File: src/rtl/dtq_pkg.sv
// ---------------------------------------------------------------------------
// Deadline timer queue package
// Shared constants, entry and cell control types, command codes and sequencer states.
// ---------------------------------------------------------------------------
package dtq_pkg;

  // Number of cells in the sorted timer chain.
  localparam int QUEUE_DEPTH = 16;
  // Width of the pending count, wide enough to hold QUEUE_DEPTH itself.
  localparam int CNT_W = $clog2(QUEUE_DEPTH + 1);

  localparam int TIME_W = 64;
  localparam int ID_W   = 32;

  // One timer held in a cell.
  typedef struct packed {
    logic              valid;
    logic [TIME_W-1:0] deadline;
    logic [ID_W-1:0]   id;
  } dtq_entry_t;

  // Operation applied to all cells of the chain together.
  typedef enum logic [1:0] {
    CELL_HOLD   = 2'd0,
    CELL_INSERT = 2'd1,
    CELL_CANCEL = 2'd2,
    CELL_POP    = 2'd3
  } cell_op_t;

  // Control word broadcast to every cell. For a cancel, key_id is the id sought.
  typedef struct packed {
    cell_op_t          op;
    logic [TIME_W-1:0] key_dl;
    logic [ID_W-1:0]   key_id;
  } dtq_cell_ctrl_t;

  // Command codes of the input word.
  typedef enum logic [1:0] {
    KIND_SCHEDULE = 2'd0,
    KIND_CANCEL   = 2'd1,
    KIND_ADV_TO   = 2'd2,
    KIND_ADV_BY   = 2'd3
  } kind_t;

  // Sequencer states.
  typedef enum logic [3:0] {
    ST_IDLE   = 4'b0001,
    ST_DECODE = 4'b0010,
    ST_APPLY  = 4'b0100,
    ST_POP    = 4'b1000
  } state_t;

endpackage

File: src/rtl/dtq_cell.sv
// ---------------------------------------------------------------------------
// Deadline timer queue cell
// One slot of the sorted timer chain. It inserts, removes or shifts its timer
// using only its own contents, its neighbours, the control word and a one-bit chain signal.
// ---------------------------------------------------------------------------
module dtq_cell
  import dtq_pkg::*;
(
  input  logic           clk,
  input  logic           rst_n,
  input  dtq_cell_ctrl_t ctrl,
  input  dtq_entry_t     left_entry,
  input  dtq_entry_t     right_entry,
  input  logic           chain_in,
  output logic           chain_out,
  output dtq_entry_t     entry
);

  logic              valid_r, valid_nxt;
  logic [TIME_W-1:0] dl_r, dl_nxt;
  logic [ID_W-1:0]   id_r, id_nxt;
  logic              key_lt;
  logic              match;

  // Ordering by deadline first and id second, and the id match for a cancel.
  assign key_lt = {ctrl.key_dl, ctrl.key_id} < {dl_r, id_r};
  assign match  = valid_r && (id_r == ctrl.key_id);

  // Chain signal: for an insert it marks cells at or after the new position;
  // for a cancel it marks cells at or after the first matching timer.
  always_comb begin
    case (ctrl.op)
      CELL_INSERT: chain_out = !valid_r || key_lt;
      CELL_CANCEL: chain_out = chain_in || match;
      default:     chain_out = 1'b0;
    endcase
  end

  // Next contents of the cell.
  always_comb begin
    valid_nxt = valid_r;
    dl_nxt    = dl_r;
    id_nxt    = id_r;
    case (ctrl.op)
      CELL_INSERT: begin
        if (chain_out && chain_in) begin
          valid_nxt = left_entry.valid;
          dl_nxt    = left_entry.deadline;
          id_nxt    = left_entry.id;
        end else if (chain_out) begin
          valid_nxt = 1'b1;
          dl_nxt    = ctrl.key_dl;
          id_nxt    = ctrl.key_id;
        end
      end
      CELL_CANCEL: begin
        if (chain_out) begin
          valid_nxt = right_entry.valid;
          dl_nxt    = right_entry.deadline;
          id_nxt    = right_entry.id;
        end
      end
      CELL_POP: begin
        valid_nxt = right_entry.valid;
        dl_nxt    = right_entry.deadline;
        id_nxt    = right_entry.id;
      end
      default: begin
        valid_nxt = valid_r;
      end
    endcase
  end

  always_ff @(posedge clk) begin
    if (!rst_n) begin
      valid_r <= 1'b0;
    end else begin
      valid_r <= valid_nxt;
    end
  end

  always_ff @(posedge clk) begin
    dl_r <= dl_nxt;
    id_r <= id_nxt;
  end

  assign entry = '{valid: valid_r, deadline: dl_r, id: id_r};

endmodule

File: config.mk
export PLATFORM = sky130hd
export DESIGN_NAME = dtq_cell
export DESIGN_NICKNAME = d
export VERILOG_FILES = /design/src/rtl/dtq_pkg.sv /design/src/rtl/dtq_cell.sv
export SDC_FILE = /design/constraint.sdc
export NUM_CORES = 1
export LEC_CHECK = 0
export ABC_AREA = 1
export BUFFER_PORTS_ARGS = -buffer_cell sky130_fd_sc_hd__buf_4
export CAP_MARGIN = 25
export CORE_AREA = 2 2 153 155
export DETAILED_ROUTE_END_ITERATION = 6
export DIE_AREA = 0 0 155 157
export PLACE_DENSITY = 0.72
export SETUP_SLACK_MARGIN = 0.5
export SKIP_LAST_GASP = 1
export SYNTH_ARGS = -nofsm -noshare
export SYNTH_HDL_FRONTEND = slang
export SYNTH_SLANG_ARGS = --single-unit
File: constraint.sdc
create_clock -name clk -period 5.4 [get_ports clk]
set_clock_uncertainty 0.05 [all_clocks]
set_input_delay 1.08 -clock clk [delete_from_list [all_inputs] [get_ports clk]]
set_output_delay 1.08 -clock clk [all_outputs]
set_load 0.005 [all_outputs]
# After elaboration in Yosys (flattened, before gate mapping)
# Index checks and enable logic that the tools add are counted.
[totals]
ff_bits = 97
latch_bits = 0
mem_bits_rw = 0
rom_bits = 0
out_inout_bits = 98
word_cells = 30
n_memories = 0
[op_classes]
addsub = 0
mul = 0
n_div = 0
magnitude_cmp = 1
n_eq_ne = 6
n_shift = 0
mux = 13
n_bitwise = 0
n_reduce_logical = 7
[op_table]
columns = ["cell", "count"]
rows = [
  ["$mux 64", 3],
  ["$pmux 64 s3", 1],
  ["$lt 96x96->1", 1],
  ["$mux 32", 3],
  ["$pmux 32 s3", 1],
  ["$eq 32x32->1", 1],
  ["$eq 2x2->1 const B", 2],
  ["$mux 1", 3],
  ["$ne 3x3->1 const B", 1],
  ["$pmux 1 s3", 1],
  ["$reduce_and 3->1", 1],
  ["$reduce_bool 3->1", 1],
  ["$eq 2x1->1 const B", 1],
  ["$logic_and 1x1->1", 2],
  ["$logic_or 1x1->1", 2],
  ["$ne 2x2->1 const B", 1],
  ["$pmux 1 s2", 1],
  ["$logic_not 1->1", 1],
]

# Depth between registers and ports, before layout
# Gate-level depths: netlist of run 1.
[logic_depth]
ltp_word = 7
depth_mapped = 26
ltp_nobuf = 24

# Worst setup path before layout of run 1
# OpenSTA, ideal clock, no wires.
[synth_timing]
kind = "in2reg"
from = "input ctrl[87] (netlist name)"
to = "register dl_r[0], enable pin"
setup_ns = 0.450
arrival_ns = 4.208
path_slack_ns = 0.692
cell_stages = 15
n_path_buf = 0
path_cell_list = "ha_1 -> a21o_1 -> nor2_1 -> nand2_1 -> a21oi_1 -> nand2_1 -> nor2_1 -> nand2_1 -> nand2_1 -> nand2_1 -> nand2_2 -> nand2_4 -> nand2_1 -> nand2_1 -> inv_1"
[synth_via]
elab_chain_cells = 6
[synth_rtl]
columns = ["item", "line", "source"]
rows = [
  ["from (decl)", "dtq_cell.sv:11", "input dtq_cell_ctrl_t ctrl,"],
  ["$lt 96x96->1 *", "dtq_cell.sv:26", "assign key_lt = {ctrl.key_dl, ctrl.key_id} < {dl_r, id_r};"],
  ["$logic_or 1x1->1 *", "dtq_cell.sv:33", "CELL_INSERT: chain_out = !valid_r || key_lt;"],
  ["$pmux 1 s2 *", "dtq_cell.sv:32", "case (ctrl.op)"],
  ["$logic_and 1x1->1", "dtq_cell.sv:46", "if (chain_out && chain_in) begin"],
  ["$ne 3x3->1 (no line)", "n/a", ""],
  ["$reduce_and 3->1 (no line) *", "n/a", ""],
  ["to (signal assigned)", "dtq_cell.sv:83", "dl_r <= dl_nxt;"],
  ["to (decl)", "dtq_cell.sv:20", "logic [TIME_W-1:0] dl_r, dl_nxt;"],
]
# Mark *: on every way between the ends. The rest lies on a longest branch, timed or not.
# A chain may end at the register's enable or synchronous reset.

# Worst setup path after layout of run 1
[layout_timing]
from = "input ctrl[77] (netlist name)"
to = "output chain_out"
[layout_via]
elab_chain_cells = 3
[layout_rtl]
columns = ["item", "line", "source"]
rows = [
  ["$lt 96x96->1", "dtq_cell.sv:26", ""],
  ["$logic_or 1x1->1", "dtq_cell.sv:33", ""],
  ["$pmux 1 s2", "dtq_cell.sv:32", ""],
  ["to (decl)", "dtq_cell.sv:15", "output logic chain_out,"],
]
# Every way passes these cells.

==> reports/results.ini, run 1 <==
[yosys]
synth.most_common_cell = sky130_fd_sc_hd__nand2_1
synth_enable_flop_cells = 96
async_flop_share_pct = 0
netlist_area_um2 = 8610
syn_nets = 1674
yosys.area.top_type = sky130_fd_sc_hd__edfxtp_1
yosys.cell_types.count = 27
netlist_top_cells_area = sky130_fd_sc_hd__edfxtp_1 33%, sky130_fd_sc_hd__nand2_1 22%, sky130_fd_sc_hd__ha_1 15%
synth-seq-area-share_pct = 33.7
ys.warnings.count = 0
synthCells = 1279
netlist_top_cells_count = 509 x sky130_fd_sc_hd__nand2_1, 321 x sky130_fd_sc_hd__inv_1, 102 x sky130_fd_sc_hd__nand3_1
avgSynthCellArea_um2 = 6.73
synth_flop_cell = sky130_fd_sc_hd__edfxtp_1
postSynthRegisterBits = 97
portion_of_synthesized_cell_area_occupied_by_the_leading_cell_type_pct = 33.5

[placed_design]
gp_congestion = 0.896
port_buffers = 392
dp_slack_ns = 1.12
half_perimeter_wire_length_after_detailed_placement_um = 22900

[power_and_ir_drop]
ratio_of_total_power_to_cell_area_nw_per_um2 = 206
p_leak_nw = 7.26
vdd.ir_drop.worst_uv = 116

[setup_path]
cpPeakStageDelay_ns = 0.30
crit_required_ns = 4.27
worst_setup_path_end_kind = output pin
worst-path-buf-inv = 3
critical_path.slowest_cell = sky130_fd_sc_hd__ha_1
r2r_slack_ns = 1.95
cpLargestDelayFamily = simple AND/OR/NAND/NOR gates
rr_startpoint = dl_r[34]
crit_arrival_ns = 3.01
critPathLaunchType = input port
path_class = input port to output pin
regToRegEndpoint = id_r[29]
critical-path-top-cell-by-count = sky130_fd_sc_hd__nand2_1
critical_path.max_fanout = 3
crit_path_cell_trace = buf_4, ha_1, nand2_1, nor2_1, nand2_1, nor2_1, nand2_1, nor3_1, nand2_1, nand2_1, nand2_1, nand2_1, nand2_2, nand2_4, inv_4, buf_4
reg2reg_depth = 23

[timing]
final_hold_viol_count = 0
max_freq_ghz = 0.241
post-route-worst-setup-slack_ns = 1.26
layout_worst_path_cycle_share_pct = 76.7
rsz0062_at_grt = false
max_slew.worst_pin.slew_ns = 0.670
slew_limit_fails = 0
layout_min_cycle_time_ns = 4.14
final.hold.worst_slack_ns = 0.574
max-slew-margin-rel_pct = 55.2
fin_setup_tns_ns = 0
timing.final.setup_violations = 0

[grt]
gr-usage-all-layers_pct = 22.7
grt.overflow.total = 0
grt.met1_usage_pct = 25.5
grt_pass1_wl_um = 43300
grt_antenna_before_repair = 0
busiest_layer = met2
first_global_vias = 8852
grt.met2_usage_pct = 41.3
grt_start_max_net_pins = 67
use_met3_pct = 5.56

[clock_tree]
postCtsSetupRepairBufs = 0
clock_path_buffers = 2
clkLatencyLatePin_ns = 0.35
cts_resized = 0
cts_tree = done
numClockSinks = 97
numCtsBuffers = 9
cts_hold_repair_buffers = 0
clk_pin_slew_worst_paths_ns = 0.07
h_tree_depth = 3
cts-root-buf = sky130_fd_sc_hd__clkbuf_16

[floorplanning]
die_area_um2 = 24300
fp-row-count = 55
core-area_um2 = 22500
top_level_ports = 393
start_util_pct = 38.3
die-height_um = 157
floorplan.die.width_um = 155

[hold_path]
whs_endpoint = valid_r
worst_hold_startpoint = valid_r
worstHoldPathCells = 4
hp-class = register to register

[cells_and_area]
post_route_cells_drive_above_1_share_pct = 25.9
design.final.nets = 2048
antenna_diode_count = 0
area_growth_pct = 39.9
area_occupied_by_multi_input_gates_um2 = 4220
nFillCells = 2196
layout.area.seq_um2 = 2900
finish.utilization_pct = 53.6

[status]
run_status = finished clean

[route]
drc = 0
drt.antenna.violating_nets = 0
drt_pass1_iterations = 5
detail_route.wl_per_cell_um = 14.8
vias = 9060
drt_iter0_drc = 376
avgViaCountPerCell = 4.66
postRouteWirelength_um = 28700

[job]
cap_viol_max_count = 0

==> worst register-to-register path, delay by kind of cell (launching register included) <==
family	cells	cell delay [ns]
buffers and inverters	3	0.56
and+or+nand+nor	19	1.91
adders and majority gates	1	0.22
DFF	1	0.44
==> worst max path at each step <==
stage	from	to	slack, ns	cells past startpoint
after global placement	ctrl[79]	dl_r[1]	1.17	19
final	ctrl[77]	chain_out	1.26	16
after floorplan	ctrl[87]	dl_r[0]	0.69	15
after CTS	ctrl[77]	chain_out	1.19	16
after global routing	ctrl[77]	chain_out	1.05	16
after detailed placement	ctrl[77]	id_r[20]	1.12	19
==> sequential cells by signal, indices dropped and copies added, names as in the netlist <==
name     flops
dl_r        64
id_r        32
valid_r      1
==> metal layers <==
metal	share of wire, %	wire length [µm]
met5	0	0
met4	3.2	915
met3	8.3	2390
met2	49	14100
met1	39	11300
==> placed cells by master, fill, tap and decap left out, types with 6 or more instances in the layout <==
cell | Yosys | layout
sky130_fd_sc_hd__a21oi_1 | 39 | 39
sky130_fd_sc_hd__buf_4 | 1 | 401
sky130_fd_sc_hd__clkbuf_16 | 0 | 9
sky130_fd_sc_hd__edfxtp_1 | 96 | 96
sky130_fd_sc_hd__ha_1 | 100 | 100
sky130_fd_sc_hd__inv_1 | 321 | 320
sky130_fd_sc_hd__nand2_1 | 509 | 509
sky130_fd_sc_hd__nand3_1 | 102 | 102
sky130_fd_sc_hd__nand4_1 | 6 | 6
sky130_fd_sc_hd__nor2_1 | 35 | 34
sky130_fd_sc_hd__o21ai_0 | 7 | 7
==> report_power, final <==
part / leakage (nW) / internal [mW] / switching, mW
logic: 6.17 / 0.422 / 0.444
registers: 0.955 / 0.943 / 0.0504
clock network: 0.131 / 0.316 / 0.308
total: 7.26 / 1.68 / 0.802
==> area by class of cell <==
type	instances	area share, %
Multi-Input combinational cell	818	35.0
Timing Repair Buffer	404	25.5
Sequential cell	97	24.1
Inverter	323	10.1
Tap cell	285	2.96
Clock buffer	10	1.90
Clock inverter	6	0.353
==> stage by stage <==
stage               cell area, µm²  power (mW)  cells
global placement             11700        1.85   1925
detailed placement           11800        1.88   1926
finish                       12100        2.48   1943
CTS                          12000        2.51   1942
global route                 12100        2.64   1943
floorplan                     8610        1.43   1279
==> cell families after synthesis <==
logic type	count (synthesis)	share of synthesized area, %
adder cells (fa/ha/maj)	100	14.5
flip-flops	97	33.7
buffers and inverters	364	17.4
AND/OR/NAND/NOR	664	31.0
AO/OA/AOI/OAI	54	3.37
Power figures use the tool's default switching activity.
==> run 2, diff against run 1 <==
==> constraint.sdc (replaced) <==
create_clock -name clk -period 3.9 [get_ports clk]
set_clock_uncertainty 0.05 [all_clocks]
set_input_delay 0.78 -clock clk [delete_from_list [all_inputs] [get_ports clk]]
set_output_delay 0.78 -clock clk [all_outputs]
set_load 0.005 [all_outputs]
==> reports/results.ini, run 2 (synthesized netlist as in run 1, its figures left out) <==
[grt]
first_global_vias = 9060
grt_antenna_before_repair = 0
gr-usage-all-layers_pct = 22.8
grt_start_max_net_pins = 63
grt_pass1_wl_um = 44000
grt.overflow.total = 0

[setup_path]
cpLargestDelayFamily = simple AND/OR/NAND/NOR gates
crit_arrival_ns = 2.46
critical-path-top-cell-by-count = sky130_fd_sc_hd__nand2_1
critical_path.max_fanout = 3
critPathLaunchType = input port
worst-path-buf-inv = 3
critical_path.slowest_cell = sky130_fd_sc_hd__ha_4
path_class = input port to output pin
crit_path_cell_trace = buf_4, ha_4, nand2_4, nor2_4, nand3_2, nor2_4, nand2_4, nor2_1, nand2_1, nand2_1, nor2_2, nand2_2, nand2_1, nand2_1, nand2_2, nand2_4, inv_4, buf_6
crit_required_ns = 3.07
cpPeakStageDelay_ns = 0.28
worst_setup_path_end_kind = output pin

[route]
drc = 0
detail_route.wl_per_cell_um = 14.8
vias = 9137
drt_pass1_iterations = 5
avgViaCountPerCell = 4.70
drt.antenna.violating_nets = 0
postRouteWirelength_um = 28800
drt_iter0_drc = 400

[floorplanning]
start_util_pct = 38.3
floorplan.die.width_um = 155
core-area_um2 = 22500
fp-row-count = 55
die-height_um = 157
top_level_ports = 393
die_area_um2 = 24300

[timing]
max-slew-margin-rel_pct = 63.3
layout_min_cycle_time_ns = 3.29
max_slew.worst_pin.slew_ns = 0.551
max_freq_ghz = 0.304
fin_setup_tns_ns = 0
post-route-worst-setup-slack_ns = 0.610
rsz0062_at_grt = false
layout_worst_path_cycle_share_pct = 84.4
slew_limit_fails = 0
timing.final.setup_violations = 0
final_hold_viol_count = 0

[power_and_ir_drop]
vdd.ir_drop.worst_uv = 206
p_leak_nw = 7.33
ratio_of_total_power_to_cell_area_nw_per_um2 = 285
power_mw = 3.60

[cells_and_area]
post_route_cells_drive_above_1_share_pct = 29.9
largest_registers = dl_r (64), id_r (32), valid_r (1)
area_growth_pct = 46.7
nFillCells = 2149
final_area_um2 = 12600
most-common-layout-cells = 491 x sky130_fd_sc_hd__nand2_1, 399 x sky130_fd_sc_hd__buf_4, 318 x sky130_fd_sc_hd__inv_1
design.final.nets = 2052
number_of_flip_flops_under_the_largest_register_name = 64
antenna_diode_count = 0
top_register = dl_r
layout.cells.most_common = sky130_fd_sc_hd__nand2_1

[clock_tree]
cts_hold_repair_buffers = 0
h_tree_depth = 3
cts_tree = done
numClockSinks = 97
clock_path_buffers = 2
clkLatencyLatePin_ns = 0.35
clk_pin_slew_worst_paths_ns = 0.07
numCtsBuffers = 9
cts-root-buf = sky130_fd_sc_hd__clkbuf_16

[placed_design]
place_area_um2 = 11900
half_perimeter_wire_length_after_detailed_placement_um = 22300
gp_congestion = 0.912
dp_slack_ns = 0.305
port_buffers = 392

[hold_path]
hp-class = register to register

[status]
run_status = finished clean

[job]
cap_viol_max_count = 0

-- run 2: changes by cell type in the layout (fill, tap and decap cells not counted), moves of 3 or more --
cell / before / now
sky130_fd_sc_hd__nand2_4: 2 / 5
sky130_fd_sc_hd__a21oi_1: 39 / 31
sky130_fd_sc_hd__nor2_1: 34 / 26
sky130_fd_sc_hd__ha_4: 0 / 24
sky130_fd_sc_hd__nor2_4: 2 / 9
sky130_fd_sc_hd__a21oi_2: 0 / 8
sky130_fd_sc_hd__ha_1: 100 / 76
sky130_fd_sc_hd__nand2_2: 1 / 16
sky130_fd_sc_hd__buf_12: 2 / 7
sky130_fd_sc_hd__nand2_1: 509 / 491
-- run 2: worst register-to-register path, stage by stage (launching register included) --
cell                       delay, ns
sky130_fd_sc_hd__edfxtp_1       0.44
sky130_fd_sc_hd__inv_1          0.11
sky130_fd_sc_hd__ha_4           0.20
sky130_fd_sc_hd__nand2_2        0.09
sky130_fd_sc_hd__nor2_4         0.05
sky130_fd_sc_hd__nand3_2        0.08
sky130_fd_sc_hd__buf_4          0.11
sky130_fd_sc_hd__inv_1          0.04
sky130_fd_sc_hd__a21oi_2        0.17
sky130_fd_sc_hd__nand2_2        0.09
sky130_fd_sc_hd__nor2_2         0.12
sky130_fd_sc_hd__nand2_2        0.06
sky130_fd_sc_hd__nand2_1        0.06
sky130_fd_sc_hd__nand2_1        0.06
sky130_fd_sc_hd__nand2_2        0.08
sky130_fd_sc_hd__nand2_4        0.06
sky130_fd_sc_hd__buf_4          0.15
sky130_fd_sc_hd__nor2_4         0.11
sky130_fd_sc_hd__buf_4          0.35
sky130_fd_sc_hd__nand2_1        0.12
sky130_fd_sc_hd__nand3_1        0.10
sky130_fd_sc_hd__nand2_1        0.06
-- run 2: cell type report --
class / instances / area, µm² / share of cell area, %
clock inverters: 5 / 57.6 / 0.456
inverters: 323 / 1220 / 9.66
flip-flops and latches: 97 / 2900 / 23.0
clock buffers: 10 / 229 / 1.81
well taps: 285 / 357 / 2.82
multi-input cells: 818 / 4690 / 37.2
repair buffers: 408 / 3170 / 25.1
-- run 2: metal layers --
metal	up-vias	track usage [%]	part of all wire (%)
met5	-	0	0
met1	4082	25.3	38
met4	0	8.73	2.8
met2	386	41.8	50
met3	53	6.00	9.0
li1	4616	-	-
-- run 2: power breakdown --
part	switching (mW)	internal (mW)
Clock	0.420	0.495
Sequential	0.0667	1.31
Combinational	0.667	0.643
Total	1.15	2.44
-- run 2: repair_timing --
action                     in CTS  in global routing
pin swaps                      18                 34
resized for setup              20                 51
setup endpoints to repair       1                 43
buffers inserted                1                  3
gates cloned                    0                  0
-- run 2: stage by stage --
stage / cells / hold slack [ns] / util, %
after floorplan: 1279 / 0.471 / -
after CTS: 1943 / 0.584 / 54.6
after detailed placement: 1927 / 0.570 / 52.9
after global placement: 1926 / 0.560 / 52.8
after global routing: 1946 / 0.617 / 56.1
final: 1946 / 0.559 / 56.1
-- run 2: worst paths after layout --
path | from | endpoint | slack, ns | depth (start not counted)
worst max-delay path | ctrl[93] | chain_out | 0.61 | 18
worst min-delay path | valid_r | valid_r | 0.56 | 4
worst max register to register | dl_r[63] | dl_r[4] | 0.88 | 21
worst min register to register | valid_r | valid_r | 0.56 | 4
==> run 3, diff against run 2 <==
==> constraint.sdc (replaced) <==
create_clock -name clk -period 3.3 [get_ports clk]
set_clock_uncertainty 0.05 [all_clocks]
set_input_delay 0.66 -clock clk [delete_from_list [all_inputs] [get_ports clk]]
set_output_delay 0.66 -clock clk [all_outputs]
set_load 0.005 [all_outputs]
==> reports/results.ini, run 3 (synthesized netlist as in run 1, its figures left out) <==
[status]
run_status = finished clean

[clock_tree]
cts_hold_repair_buffers = 0
numCtsBuffers = 9
h_tree_depth = 3
clk_pin_slew_worst_paths_ns = 0.08
numClockSinks = 97
cts-root-buf = sky130_fd_sc_hd__clkbuf_16
cts_tree = done
clkLatencyLatePin_ns = 0.35
clock_path_buffers = 2

[route]
avgViaCountPerCell = 4.79
drt_pass1_iterations = 6
postRouteWirelength_um = 31900
drc = 0
drt_iter0_drc = 573
detail_route.wl_per_cell_um = 15.9
vias = 9586
drt.antenna.violating_nets = 0

[timing]
timing.final.setup_violations = 0
max_slew.worst_pin.slew_ns = 0.641
layout_min_cycle_time_ns = 3.10
final_hold_viol_count = 0
max_freq_ghz = 0.323
slew_limit_fails = 0
max-slew-margin-rel_pct = 57.2
rsz0062_at_grt = true
layout_worst_path_cycle_share_pct = 93.9

[power_and_ir_drop]
p_int_mw = 3.00
seqPwrFrac_pct = 36.4
ratio_of_total_power_to_cell_area_nw_per_um2 = 329
sw_frac_of_total_pct = 32.4
vdd.ir_drop.worst_uv = 309
switching_power_mw = 1.44
power_frac_clock_pct = 24.5
p_leak_nw = 7.72
comb_power_share_pct = 39.0

[cells_and_area]
finish.utilization_pct = 60.1
area_growth_pct = 56.9
largest_registers = dl_r (64), id_r (32), valid_r (1)
layout.cells.most_common = sky130_fd_sc_hd__nand2_1
number_of_flip_flops_under_the_largest_register_name = 64
layout.area.seq_um2 = 2900
top_register = dl_r
most-common-layout-cells = 463 x sky130_fd_sc_hd__nand2_1, 429 x sky130_fd_sc_hd__buf_4, 309 x sky130_fd_sc_hd__inv_1
design.final.nets = 2105
final-instance-count-excl-fill = 2001
area_occupied_by_multi_input_gates_um2 = 4830
post_route_cells_drive_above_1_share_pct = 34.8
nFillCells = 2034

[placed_design]
gp_congestion = 0.867
half_perimeter_wire_length_after_detailed_placement_um = 22700
port_buffers = 392
placed_insts = 1931

[setup_path]
crit_required_ns = 2.59
critical_path.max_fanout = 2
crit_arrival_ns = 2.39
worst_setup_path_end_kind = output pin
path_class = register to output pin
critPathLaunchType = register

[floorplanning]
core-area_um2 = 22500
die_area_um2 = 24300
floorplan.die.width_um = 155
die-height_um = 157
start_util_pct = 38.3
fp-row-count = 55
top_level_ports = 393

[hold_path]
hp-class = input port to register

[job]
cap_viol_max_count = 0

[grt]
gr-usage-all-layers_pct = 24.6
grt_start_max_net_pins = 61
grt_pass1_wl_um = 46700
grt.overflow.total = 0
grt_antenna_before_repair = 1
first_global_vias = 9389

-- run 3: layout make-up --
type / count / area share [%]
multi-input combinational: 818 / 35.8
tap: 285 / 2.64
clock buffer: 10 / 1.69
clock inverter: 6 / 0.426
inverter: 323 / 9.03
antenna: 1 / 0.0185
timing repair buffer: 461 / 28.9
sequential: 97 / 21.5
-- run 3: critical path, cell delays in order, from the launching register on --
cell and delay [ns]:
sky130_fd_sc_hd__edfxtp_1 0.37, sky130_fd_sc_hd__inv_1 0.07, sky130_fd_sc_hd__ha_4 0.26, sky130_fd_sc_hd__nand2_1 0.05
sky130_fd_sc_hd__inv_1 0.07, sky130_fd_sc_hd__nand3_1 0.08, sky130_fd_sc_hd__nor2_2 0.18, sky130_fd_sc_hd__nand3_2 0.15
sky130_fd_sc_hd__nor3_2 0.23, sky130_fd_sc_hd__nand2_2 0.06, sky130_fd_sc_hd__nand2_1 0.07, sky130_fd_sc_hd__nand2_1 0.05
sky130_fd_sc_hd__nand2_1 0.08, sky130_fd_sc_hd__nand2_2 0.08, sky130_fd_sc_hd__nand2_4 0.07, sky130_fd_sc_hd__inv_4 0.03
sky130_fd_sc_hd__buf_6 0.12
-- run 3: per-stage QoR --
| step | hold slack, ns | power, mW | setup TNS (ns) | worst slack (ns) | instance area (µm²) |
|---|---|---|---|---|---|
| after floorplan | 0.471 | 2.35 | -56.12 | -0.585 | 8670 |
| after global placement | 0.573 | 3.06 | -13.54 | -0.115 | 11900 |
| after detailed placement | 0.559 | 3.11 | -16.18 | -0.139 | 12000 |
| after CTS | 0.491 | 4.34 | 0 | 0.200 | 13000 |
| after global routing | 0.510 | 4.71 | 0 | 0.0124 | 13500 |
| final | 0.502 | 4.45 | 0 | 0.201 | 13500 |
-- run 3: path summary, 6_finish.rpt --
kind	startpoint	endpoint	slack (ns)	cells past startpoint
max reg2reg	dl_r[19]	dl_r[43]	0.24	26
min reg2reg	valid_r	valid_r	0.57	4
max	dl_r[27]	chain_out	0.20	16
min	rst_n	valid_r	0.50	3
-- run 3: routing by layer --
layer	wire length [µm]	track usage [%]	share of wire (%)	vias to the layer above
li1	-	-	-	4727
met5	0	0	0	-
met2	15900	44.1	50	474
met1	12000	28.2	38	4317
met3	3010	6.47	9.4	68
met4	981	8.82	3.1	0
-- run 3: power groups by stage --
stage	Sequential (mW)	Combinational, mW	Clock [mW]
2_1_floorplan	1.65	0.700	0
3_3_place_gp	1.65	1.42	0
3_5_place_dp	1.65	1.46	0
4_1_cts	1.62	1.61	1.11
5_1_grt	1.64	1.93	1.14
6_report	1.62	1.74	1.09
-- run 3: repair_timing --
action                     in CTS  in global routing
gates resized for setup        66                 70
buffers inserted               23                 19
pin swaps                      32                 37
setup endpoints to repair     193                193
gates cloned                    8                  3
